## config.mk

```make
export PLATFORM = sky130hd
export DESIGN_NAME = supply_rail_average_monitor_top
export DESIGN_NICKNAME = d
export VERILOG_FILES = /design/src/design/srav_pkg.sv /design/src/design/srav_cell.sv /design/src/design/srav_div.sv /design/src/design/supply_rail_average_monitor_top.sv
export SDC_FILE = /design/constraint.sdc
export NUM_CORES = 2
export LEC_CHECK = 0
export BUFFER_PORTS_ARGS = -buffer_cell sky130_fd_sc_hd__buf_2
export CAP_MARGIN = 40
export CORE_MARGIN = 2
export CORE_UTILIZATION = 39
export CTS_CLUSTER_DIAMETER = 150
export DETAILED_ROUTE_END_ITERATION = 8
export PLACE_DENSITY = 0.53
export SKIP_LAST_GASP = 1
export SLEW_MARGIN = 5
export SYNTH_ARGS = -nofsm -noshare
export SYNTH_HDL_FRONTEND = slang
export SYNTH_HIERARCHICAL = 1
export SYNTH_SLANG_ARGS = --single-unit
export TNS_END_PERCENT = 10
```

## constraint.sdc

```tcl
create_clock -name clk -period 14 [get_ports clk]
set_input_delay 0.7 -clock clk [delete_from_list [all_inputs] [get_ports clk]]
set_output_delay 0.7 -clock clk [all_outputs]
set_load 0.05 [all_outputs]
```

## src/design/srav_pkg.sv

```systemverilog
`timescale 1ns / 1ps
`default_nettype none

package srav_pkg;

    localparam int SAMPLE_W = 13;
    localparam int RAILS    = 4;
    localparam int TDATA_W  = 56;
    localparam int CFG_IDX_W = 3;

    localparam logic [SAMPLE_W-1:0] SAMPLE_MAX = 13'd6553;

    localparam int RAIL_MAIN  = 0;
    localparam int RAIL_FAN   = 1;
    localparam int RAIL_BUCK5 = 2;
    localparam int RAIL_BUCK7 = 3;

    localparam logic [CFG_IDX_W-1:0] REG_MAIN_LIMIT  = 3'd0;
    localparam logic [CFG_IDX_W-1:0] REG_FAN_LIMIT   = 3'd1;
    localparam logic [CFG_IDX_W-1:0] REG_BUCK5_LIMIT = 3'd2;
    localparam logic [CFG_IDX_W-1:0] REG_BUCK7_LIMIT = 3'd3;
    localparam logic [CFG_IDX_W-1:0] REG_BUCK5_ON    = 3'd4;
    localparam logic [CFG_IDX_W-1:0] REG_BUCK7_ON    = 3'd5;

    typedef logic [SAMPLE_W-1:0] sample_t;
    typedef sample_t [RAILS-1:0] rail_set_t;

    localparam sample_t LIMIT_RESET [RAILS] = '{13'd1050, 13'd2100, 13'd400, 13'd500};

    typedef struct packed {
        logic shift;
        logic fill;
    } cell_ctrl_t;

endpackage

`default_nettype wire

```

## src/design/srav_cell.sv

```systemverilog
`timescale 1ns / 1ps
`default_nettype none

module srav_cell (
    input  wire logic                  clk,
    input  wire srav_pkg::cell_ctrl_t  ctrl,
    input  wire srav_pkg::rail_set_t   fill_in,
    input  wire srav_pkg::rail_set_t   next_in,
    output srav_pkg::rail_set_t        cell_out
);

    srav_pkg::rail_set_t cell_reg;
    srav_pkg::rail_set_t cell_next;

    always_comb
    begin
        cell_next = cell_reg;
        if (ctrl.shift)
        begin
            cell_next = ctrl.fill ? fill_in : next_in;
        end
    end

    always_ff @(posedge clk)
    begin
        cell_reg <= cell_next;
    end

    assign cell_out = cell_reg;

endmodule

`default_nettype wire

```

## src/design/srav_div.sv

```systemverilog
`timescale 1ns / 1ps
`default_nettype none

module srav_div #(
    parameter int WINDOW_LEN = 10
) (
    input  wire logic                                              clk,
    input  wire logic                                              en,
    input  wire logic [srav_pkg::SAMPLE_W+$clog2(WINDOW_LEN)-1:0]  sum,
    output srav_pkg::sample_t                                      quot
);

    localparam int CLOG_W  = $clog2(WINDOW_LEN);
    localparam int SUM_W   = srav_pkg::SAMPLE_W + CLOG_W;
    localparam int SHIFT   = SUM_W + CLOG_W;
    localparam int RECIP_W = SUM_W + 2;
    localparam int PROD_W  = SUM_W + RECIP_W;
    localparam longint unsigned RECIP_L =
        ((64'd1 << SHIFT) + 64'(WINDOW_LEN) - 64'd1) / 64'(WINDOW_LEN);
    localparam logic [RECIP_W-1:0] RECIP = RECIP_W'(RECIP_L);

    logic [PROD_W-1:0] prod_reg;
    logic [PROD_W-1:0] prod_next;

    // Rounded-up reciprocal gives the exact floor for every sum of SUM_W bits.
    always_comb
    begin
        prod_next = prod_reg;
        if (en)
        begin
            prod_next = PROD_W'(sum) * PROD_W'(RECIP);
        end
    end

    always_ff @(posedge clk)
    begin
        prod_reg <= prod_next;
    end

    assign quot = prod_reg[SHIFT +: srav_pkg::SAMPLE_W];

endmodule

`default_nettype wire

```

## src/design/supply_rail_average_monitor_top.sv

```systemverilog
`timescale 1ns / 1ps
`default_nettype none

// Four-rail moving-average undervoltage monitor. Each request carries one sample per rail
// and yields one result: the truncated average of the last WINDOW_LEN samples of each rail
// and one undervoltage flag per rail. The first request after reset fills the whole window
// with its own samples. The block takes one request per cycle unless a stalled output
// backs up to the input, and has three register stages: a row of window cells with
// running sums, a registered reciprocal multiply for the divide, and the output register.
// A request passes through these stages in that order; a stalled output holds each stage
// in turn. Limits and enables must be written only while no request is in flight.

module supply_rail_average_monitor_top #(
    parameter int WINDOW_LEN = 10
) (
    input  wire logic                               clk,
    input  wire logic                               rst_n,
    input  wire logic                               s_axis_tvalid,
    output logic                                    s_axis_tready,
    // main_sample, fan_sample, buck5_sample, buck7_sample, zero fill.
    input  wire logic [srav_pkg::TDATA_W-1:0]       s_axis_tdata,
    output logic                                    m_axis_tvalid,
    input  wire logic                               m_axis_tready,
    // main_avg, fan_avg, buck5_avg, buck7_avg, main_low, fan_low, buck5_low, buck7_low.
    output logic [srav_pkg::TDATA_W-1:0]            m_axis_tdata,
    input  wire logic                               cfg_valid,
    output logic                                    cfg_ready,
    input  wire logic [srav_pkg::CFG_IDX_W-1:0]     cfg_index,
    input  wire logic [srav_pkg::SAMPLE_W-1:0]      cfg_data
);

    localparam int CLOG_W = $clog2(WINDOW_LEN);
    localparam int SUM_W  = srav_pkg::SAMPLE_W + CLOG_W;
    localparam int RAILS  = srav_pkg::RAILS;
    localparam int SW     = srav_pkg::SAMPLE_W;

    srav_pkg::sample_t limit_reg [RAILS];
    srav_pkg::sample_t limit_next [RAILS];
    logic buck5_on_reg;
    logic buck5_on_next;
    logic buck7_on_reg;
    logic buck7_on_next;

    logic primed_reg;
    logic primed_next;
    logic va_reg;
    logic va_next;
    logic vb_reg;
    logic vb_next;
    logic vc_reg;
    logic vc_next;
    logic [SUM_W-1:0] sum_reg [RAILS];
    logic [SUM_W-1:0] sum_next [RAILS];
    logic [srav_pkg::TDATA_W-1:0] out_reg;
    logic [srav_pkg::TDATA_W-1:0] out_next;

    logic en_a;
    logic en_b;
    logic en_c;
    logic accept;

    srav_pkg::rail_set_t  new_set;
    srav_pkg::rail_set_t  cell_q [WINDOW_LEN];
    srav_pkg::cell_ctrl_t ctrl;
    srav_pkg::sample_t    quot [RAILS];

    assign en_c          = !vc_reg || m_axis_tready;
    assign en_b          = !vb_reg || en_c;
    assign en_a          = !va_reg || en_b;
    assign s_axis_tready = en_a;
    assign accept        = s_axis_tvalid && en_a;
    assign cfg_ready     = 1'b1;

    always_comb
    begin
        for (int r = 0; r < RAILS; r++)
        begin
            new_set[r] = (s_axis_tdata[r*SW +: SW] > srav_pkg::SAMPLE_MAX) ?
                         srav_pkg::SAMPLE_MAX : s_axis_tdata[r*SW +: SW];
        end
    end

    assign ctrl.shift = accept;
    assign ctrl.fill  = !primed_reg;

    for (genvar i = 0; i < WINDOW_LEN; i++)
    begin : g_cell
        if (i == WINDOW_LEN - 1)
        begin : g_tail
            srav_cell u_cell (
                .clk      (clk),
                .ctrl     (ctrl),
                .fill_in  (new_set),
                .next_in  (new_set),
                .cell_out (cell_q[i])
            );
        end
        else
        begin : g_body
            srav_cell u_cell (
                .clk      (clk),
                .ctrl     (ctrl),
                .fill_in  (new_set),
                .next_in  (cell_q[i+1]),
                .cell_out (cell_q[i])
            );
        end
    end

    // Running sums: the oldest sample sits in the first cell.
    always_comb
    begin
        for (int r = 0; r < RAILS; r++)
        begin
            sum_next[r] = sum_reg[r];
            if (accept)
            begin
                if (!primed_reg)
                begin
                    sum_next[r] = SUM_W'(new_set[r]) * SUM_W'(WINDOW_LEN);
                end
                else
                begin
                    sum_next[r] = SUM_W'((SUM_W+1)'(sum_reg[r]) + (SUM_W+1)'(new_set[r])
                                         - (SUM_W+1)'(cell_q[0][r]));
                end
            end
        end
    end

    for (genvar r = 0; r < RAILS; r++)
    begin : g_div
        srav_div #(
            .WINDOW_LEN (WINDOW_LEN)
        ) u_div (
            .clk  (clk),
            .en   (en_b),
            .sum  (sum_reg[r]),
            .quot (quot[r])
        );
    end

    always_comb
    begin
        primed_next = primed_reg || accept;
        va_next     = en_a ? s_axis_tvalid : va_reg;
        vb_next     = en_b ? va_reg : vb_reg;
        vc_next     = en_c ? vb_reg : vc_reg;
        out_next    = out_reg;
        if (en_c && vb_reg)
        begin
            for (int r = 0; r < RAILS; r++)
            begin
                out_next[r*SW +: SW] = quot[r];
            end
            out_next[RAILS*SW + srav_pkg::RAIL_MAIN] =
                quot[srav_pkg::RAIL_MAIN] < limit_reg[srav_pkg::RAIL_MAIN];
            out_next[RAILS*SW + srav_pkg::RAIL_FAN] =
                quot[srav_pkg::RAIL_FAN] < limit_reg[srav_pkg::RAIL_FAN];
            out_next[RAILS*SW + srav_pkg::RAIL_BUCK5] = buck5_on_reg &&
                (quot[srav_pkg::RAIL_BUCK5] < limit_reg[srav_pkg::RAIL_BUCK5]);
            out_next[RAILS*SW + srav_pkg::RAIL_BUCK7] = buck7_on_reg &&
                (quot[srav_pkg::RAIL_BUCK7] < limit_reg[srav_pkg::RAIL_BUCK7]);
        end
    end

    always_comb
    begin
        for (int r = 0; r < RAILS; r++)
        begin
            limit_next[r] = limit_reg[r];
        end
        buck5_on_next = buck5_on_reg;
        buck7_on_next = buck7_on_reg;
        if (cfg_valid && cfg_ready)
        begin
            unique case (cfg_index)
                srav_pkg::REG_MAIN_LIMIT:  limit_next[srav_pkg::RAIL_MAIN]  = cfg_data;
                srav_pkg::REG_FAN_LIMIT:   limit_next[srav_pkg::RAIL_FAN]   = cfg_data;
                srav_pkg::REG_BUCK5_LIMIT: limit_next[srav_pkg::RAIL_BUCK5] = cfg_data;
                srav_pkg::REG_BUCK7_LIMIT: limit_next[srav_pkg::RAIL_BUCK7] = cfg_data;
                srav_pkg::REG_BUCK5_ON:    buck5_on_next = cfg_data[0];
                srav_pkg::REG_BUCK7_ON:    buck7_on_next = cfg_data[0];
                default:                   buck5_on_next = buck5_on_reg;
            endcase
        end
    end

    always_ff @(posedge clk or negedge rst_n)
    begin
        if (!rst_n)
        begin
            for (int r = 0; r < RAILS; r++)
            begin
                limit_reg[r] <= srav_pkg::LIMIT_RESET[r];
            end
            buck5_on_reg <= 1'b0;
            buck7_on_reg <= 1'b0;
            primed_reg   <= 1'b0;
            va_reg       <= 1'b0;
            vb_reg       <= 1'b0;
            vc_reg       <= 1'b0;
        end
        else
        begin
            for (int r = 0; r < RAILS; r++)
            begin
                limit_reg[r] <= limit_next[r];
            end
            buck5_on_reg <= buck5_on_next;
            buck7_on_reg <= buck7_on_next;
            primed_reg   <= primed_next;
            va_reg       <= va_next;
            vb_reg       <= vb_next;
            vc_reg       <= vc_next;
        end
    end

    always_ff @(posedge clk)
    begin
        for (int r = 0; r < RAILS; r++)
        begin
            sum_reg[r] <= sum_next[r];
        end
        out_reg <= out_next;
    end

    assign m_axis_tvalid = vc_reg;
    assign m_axis_tdata  = out_reg;

`ifndef SYNTHESIS
    a_ready_when_empty: assert property (@(posedge clk) disable iff (!rst_n)
        !va_reg |-> s_axis_tready)
        else $error("Input stalled while the first stage is empty.");

    a_stage_b_delivers: assert property (@(posedge clk) disable iff (!rst_n)
        (vb_reg && en_c) |=> m_axis_tvalid)
        else $error("A finished item did not reach the output register.");

    a_primed_stays: assert property (@(posedge clk) disable iff (!rst_n)
        !$fell(primed_reg))
        else $error("Window fill state was lost without reset.");

    a_sum_bounded: assert property (@(posedge clk) disable iff (!rst_n)
        primed_reg |-> ((SUM_W+8)'(sum_reg[srav_pkg::RAIL_MAIN])
                        <= (SUM_W+8)'(srav_pkg::SAMPLE_MAX) * (SUM_W+8)'(WINDOW_LEN)))
        else $error("Running sum exceeds the largest possible window sum.");

    a_buck5_gated: assert property (@(posedge clk) disable iff (!rst_n)
        (m_axis_tvalid && m_axis_tdata[RAILS*SW + srav_pkg::RAIL_BUCK5]) |-> buck5_on_reg)
        else $error("5 V buck flag raised while the buck is disabled.");
`endif

endmodule

`default_nettype wire
```

Word level (Yosys, flattened, before mapping)
Memories as Yosys holds them, arrays and structs flattened. Cells that the tools add are included.

RAM bits: 68. Register bits after elaboration: 762. Memories: 1. Input bits: 77.

Memory list: sum_reg (depth 4, width 17, read ports 4, clocked after Yosys merged registers in 0, write ports 4, RTL line supply_rail_average_monitor_top.sv:52) `logic [SUM_W-1:0] sum_reg [RAILS];`.

Add/subtract/negate cells: 8. $mul: 8. Reductions and logical operators: 18. Equality and inequality tests: 5. Mux-type cells: 21. Order comparisons: 8.

Operators with widths (count): $mux W52 (9); $mux W17 (8); $mul A17 B16 Y32 const B (4); $add A17 B13 Y17 (4); $sub A17 B13 Y17 (4); $mul A13 B3 Y16 const B (4); $gt A13 B13 Y1 const B (4); $lt A13 B13 Y1 (4); $mux W13 (4); $reduce_and A2 Y1 (6); $eq A3 B2 Y1 const B (2); $eq A3 B3 Y1 const B (2); $logic_and A1 B1 Y1 (4); $logic_or A1 B1 Y1 (4); $eq A3 B1 Y1 const B (1); $logic_not A1 Y1 (3); $logic_not A3 Y1 (1).

Depth between registers and ports, before layout
Depth in word-level cells: 6. Mapped depth: 20. Gate-level depth less buffers: 20.

Cells and area by module
The synthesis kept the hierarchy.

By module, submodules not included: srav_cell (sequential area each 1561.5 um2, area an instance 2446.1 um2, times used 10, cells each 110); supply_rail_average_monitor_top (sequential area each 5196.2 um2, area an instance 15160.8 um2, times used 1, cells each 1555); srav_div at g_div[0].u_div ... (sequential area each 390.4 um2, area an instance 5170.0 um2, times used 2, cells each 520); srav_div at g_div[3].u_div (sequential area each 390.4 um2, area an instance 5231.3 um2, times used 1, cells each 523); srav_div at g_div[2].u_div (sequential area each 390.4 um2, area an instance 5167.5 um2, times used 1, cells each 510).

Worst setup path after synthesis
No wires, ideal clock.

Kind: flip-flop to flip-flop. Start point: reg vc_reg (netlist: m_axis_tvalid). End point: reg primed_reg. Buffers on the path: 0. Path slack: -1.873 ns. Data arrival time: 15.718 ns. Data required time: 13.845 ns. Cell stages (with the launch flop): 5. Path through: dfrtp_1 nor2b_1 nand3_1 and2_1 or2_2.

Longest elaborated chain between the ends: 6.

Ends and longest elaborated chain: start, declared (RTL line supply_rail_average_monitor_top.sv:50) `logic vc_reg;`; start signal, assigned (RTL line supply_rail_average_monitor_top.sv:215) `vc_reg <= vc_next;`; $logic_not A1 Y1 (RTL line supply_rail_average_monitor_top.sv:67) `assign en_c = !vc_reg || m_axis_tready;`; $logic_or A1 B1 Y1 (RTL line supply_rail_average_monitor_top.sv:67); $logic_or A1 B1 Y1 (RTL line supply_rail_average_monitor_top.sv:68) `assign en_b = !vb_reg || en_c;`; $logic_or A1 B1 Y1 (RTL line supply_rail_average_monitor_top.sv:69) `assign en_a = !va_reg || en_b;`; via s_axis_tready (RTL line supply_rail_average_monitor_top.sv:19) `output logic s_axis_tready,`; $logic_and A1 B1 Y1 (RTL line supply_rail_average_monitor_top.sv:71) `assign accept = s_axis_tvalid && en_a;`; via accept (RTL line supply_rail_average_monitor_top.sv:60) `logic accept;`; $logic_or A1 B1 Y1 (RTL line supply_rail_average_monitor_top.sv:145) `primed_next = primed_reg || accept;`; via primed_next (RTL line supply_rail_average_monitor_top.sv:45) `logic primed_next;`; end signal, assigned (RTL line supply_rail_average_monitor_top.sv:212) `primed_reg <= primed_next;`; end, declared (RTL line supply_rail_average_monitor_top.sv:44) `logic primed_reg;`.

The timed path passes the listed nets, and every way through them passes these cells. A chain may end at the register's enable or synchronous reset.

==> run summary <==
The flow ran to the end, and the final reports show no timing, DRC or antenna violations. The maximum clock skew at final layout was 29.59 ps; the number of search-and-repair iterations in the first detailed-routing pass was 6. After detailed routing, the total wire length is 115200 um. The logs give 136 for the I/O pin count and 0 for the max-capacitance violation count. The count of input and output buffers works out to 130. The tools report the starting density of the core as 39.23%. The number of buffers inserted by post-CTS setup repair came out at 0. After Yosys synthesis, full adders, half adders and majority gates account for 28.27% of the synthesized area. Registers take 0.02238 mm2.

The tools report the achievable frequency as 0.1686 GHz. The logs give 0 for the count of endpoints failing hold in the final timing report and 37.07% for the share of the yosys chip area belonging to registers. Walking the worst path, the cells encountered are ha_1, inv_1, fa_1, inv_1, fa_1, fa_1, inv_1, fa_1, fa_1, inv_1, ha_1, nand2_1, o21ai_1, o41a_1, a22o_4, or4_1, and4_1. The maximum fanout encountered on the critical timing path was 7; the warning count from the yosys run was 6.

The number of antenna diodes in the final layout is 0. Summing every instance area after synthesis gives 0.06036 mm2. The type of origin of the critical path is a register. Setup repair after global routing left no endpoint under its margin.

Critical path's top delay family: adder cells. In this run the remaining antenna-violating nets after routing total 0. In the layout the commonest cells are sky130_fd_sc_hd__inv_1 (893), sky130_fd_sc_hd__ha_1 (724), sky130_fd_sc_hd__edfxtp_1 (696). The clock input transition at the sequential cells of the worst setup and hold paths came out at 60 ps. The number of flip-flops in the largest register is 468, and the total negative slack for setup checks is 0 ps. The maximum count of clock buffers along a single path was 3.

Launching point of the worst reg2reg path: sum_reg[3][7]. Slowest cell on the critical path: sky130_fd_sc_hd__edfxtp_1. The post-route clock period utilization came out at 42.37%. The estimated wirelength of the detail-placed design is 87410 um. The area growth from synthesis to layout is 8.294%. Post-CTS repair changed the size of 0 cells. The floorplan row count came out at 144.

TritonCTS built the clock tree. The pin count of the biggest net entering global routing came out at 161. Setup slack on the worst reg-to-reg path comes out at 8070 ps.

In this run the vertical extent of the chip is 397.4 um. The length in cells of the worst reg-to-reg path is 17, and the post-layout net count is 6085. Largest family of logic cells by synthesized area: adder cells. The die is 397.4 um wide. The tools report the number of fill cells as 14392.

Global routing finished with a remaining overflow of 0. The relative slew slack is 27.25%, and the shortest clock period the worst path allows after layout is 5932 ps. The congestion estimate from routability-driven global placement came to 0.8543. The total area of multi-input combinational cells is 0.03335 mm2, and the number of buffer and inverter instances along the worst setup path is 4.

For this run, the total global-route usage over all layers was measured as 14.69%. The min-delay analysis places its worst path in the category primary input to async pin. The cell sitting at the root of the clock tree is a sky130_fd_sc_hd__clkbuf_16. The delay of the slowest cell on the worst path works out to 610 ps. The number of antenna violations at the first check in global routing is 4, and the data required time at the worst endpoint is 14410 ps. The synthesized design contains 754 register bits.

A synthesized cell averages 12.77 um2. In the synthesized netlist the dominant register cell turns out to be sky130_fd_sc_hd__edfxtp_1. In this run the critical register-to-register path is captured at g_div[3].u_div/prod_reg[29].

The critical path class was register to register. In the routed design, unresolved DRC markers number 0. The TritonCTS buffer count was 85. Total via count after detailed routing: 33636. The first-pass GRT wire length is 187200 um.

After detailed routing, the number of vias per cell comes to 4.809. The area fraction in and, or, nand and nor cells after synthesis is 4.094%. The clock reaches the later pin of the worst-skew pair after 680 ps. In the final routed layout, each cell accounts on average for 16.47 um. Summing the areas of all xor and xnor instances in the mapped netlist gives 2.249% of the synthesized area. The number of instances in the synthesized netlist is 4728. The die covers 0.1579 mm2.

Setup violations remaining at the end of the flow were counted as 0. The critical path arrival came out at 6340 ps. Measured against the total synthesized area, the mux share comes to 13.48%.

The share of layout cells above drive strength 1 is 18.34%. For this design, the CTS-stage hold fixing added 0 buffers. The core region is 0.1539 mm2. Summing the areas of all compound-gate instances in the mapped netlist gives 7.118% of the synthesized area. Counting every net in the synthesized netlist gives 5929. The count of distinct cell types in the synthesized netlist is 88, and the count of H-tree levels built during CTS is 3. In the synthesized netlist the async set-or-reset flop fraction comes to 7.692%. The most frequent cell on the critical path is sky130_fd_sc_hd__fa_1. STA classifies the critical path endpoint as a register.

The tools report the number of global-route vias before repair as 34371. Counting flops with a built-in enable in the synthesized netlist gives 696. For the pin with the worst max-slew slack, the measured transition is 1091 ps.

Leaving out fill and tap cells, the most frequent cell in the layout is sky130_fd_sc_hd__inv_1. Clock tree synthesis found a total of 754 sinks. In this run, the number of DRC markers left after iteration 0 of detailed routing was 2007.

The total count of max-transition violations in the final report was 0.
[cell families after synthesis]
group / count (synthesis)
xor gates and xnor gates: 155
and+or+nand+nor: 509
adders and majority gates: 1124
muxes: 557
buffers and inverters: 992
AOI/OAI and AO/OA: 636
DFF: 754
other: 1
[synth_stat cells (7+ instances only)]
cell type / count / area, um2
sky130_fd_sc_hd__and2_1: 19 / 118.9
sky130_fd_sc_hd__nor2b_1: 11 / 68.82
sky130_fd_sc_hd__ha_1: 724 / 9059
sky130_fd_sc_hd__nand4_1: 23 / 143.9
sky130_fd_sc_hd__xnor2_1: 100 / 875.8
sky130_fd_sc_hd__dfrtp_1: 41 / 1026
sky130_fd_sc_hd__o21ai_0: 125 / 625.6
sky130_fd_sc_hd__dfstp_2: 17 / 446.7
sky130_fd_sc_hd__a211oi_1: 32 / 240.2
sky130_fd_sc_hd__fa_1: 400 / 8008
sky130_fd_sc_hd__a21oi_1: 158 / 790.8
sky130_fd_sc_hd__mux2i_1: 8 / 80.08
sky130_fd_sc_hd__clkbuf_1: 30 / 112.6
sky130_fd_sc_hd__o21a_1: 22 / 165.2
sky130_fd_sc_hd__o21ai_1: 15 / 75.07
sky130_fd_sc_hd__a211o_1: 14 / 122.6
sky130_fd_sc_hd__and4_1: 10 / 87.58
sky130_fd_sc_hd__and3_1: 19 / 118.9
sky130_fd_sc_hd__o21bai_1: 17 / 127.6
sky130_fd_sc_hd__or4_1: 11 / 82.58
sky130_fd_sc_hd__a21boi_0: 7 / 52.55
sky130_fd_sc_hd__or3_1: 8 / 50.05
sky130_fd_sc_hd__nand2_1: 188 / 705.7
sky130_fd_sc_hd__o31ai_1: 7 / 52.55
sky130_fd_sc_hd__nor2_1: 96 / 360.4
sky130_fd_sc_hd__nand3_1: 34 / 170.2
sky130_fd_sc_hd__a21o_1: 81 / 608.1
sky130_fd_sc_hd__nor3_1: 22 / 110.1
sky130_fd_sc_hd__inv_1: 894 / 3356
sky130_fd_sc_hd__o211ai_1: 38 / 285.3
sky130_fd_sc_hd__mux2_4: 500 / 7507
sky130_fd_sc_hd__buf_12: 50 / 1001
sky130_fd_sc_hd__xor2_1: 55 / 481.7
sky130_fd_sc_hd__mux2_2: 49 / 551.8
sky130_fd_sc_hd__edfxtp_1: 696 / 20900
sky130_fd_sc_hd__a21oi_2: 7 / 61.31
sky130_fd_sc_hd__a31oi_1: 24 / 150.1
sky130_fd_sc_hd__nand2b_1: 50 / 312.8
sky130_fd_sc_hd__buf_6: 11 / 123.9
[layer usage]
metal / up-vias / wire length (um) / GRT usage, %
met5: - / 30 / 0
met4: 4 / 2237 / 3.747
met3: 126 / 3245 / 1.769
met2: 403 / 49920 / 22.42
met1: 16350 / 59770 / 22.00
li1: 16753 / - / -
[worst max-delay path by stage]
stage / start / endpoint / slack (ps) / cells past startpoint
4_1_cts: sum_reg[3][7] / g_div[3].u_div/prod_reg[29] / 8090 / 16
6_report: sum_reg[3][7] / g_div[3].u_div/prod_reg[29] / 8070 / 17
3_3_place_gp: sum_reg[3][7] / g_div[3].u_div/prod_reg[29] / 8160 / 16
2_1_floorplan: m_axis_tvalid / primed_reg / 4910 / 4
3_5_place_dp: sum_reg[3][7] / g_div[3].u_div/prod_reg[29] / 8120 / 16
5_1_grt: sum_reg[0][7] / g_div[0].u_div/prod_reg[27] / 7800 / 18
[stage by stage]
| stage | cells | setup slack (ps) | instance area [um2] | utilization (%) | hold slack (ps) |
|---|---|---|---|---|---|
| after floorplan | 4728 | 4909 | 60360 | - | 404.4 |
| after detailed placement | 6841 | 8119 | 62750 | 40.78 | 438.3 |
| after global placement | 6832 | 8164 | 62540 | 40.65 | 436.8 |
| after global routing | 6994 | 7800 | 65370 | 42.48 | 230.6 |
| after CTS | 6994 | 8089 | 65370 | 42.48 | 172.4 |
| final | 6994 | 8068 | 65370 | 42.48 | 202.2 |
[worst reg2reg max path, delay by kind of cell (launching register included)]
kind	cells	cell delay (ps)
buffers and inverters	4	230
and+or+nand+nor	3	810
DFF	1	610
AOI/OAI and AO/OA	3	730
adders and majority gates	7	3300
[final cells by class]
cell class	count	area share, %
multi-input combinational	2982	51.02
sequential	754	34.23
inverter	894	5.145
tap	2044	3.912
clock buffer	103	3.405
timing repair buffer	167	1.696
clock inverter	50	0.5915
Power is left out: the tool's default activity adds up to more than one toggle a clock period on the data nets, which glitch-free logic cannot reach.
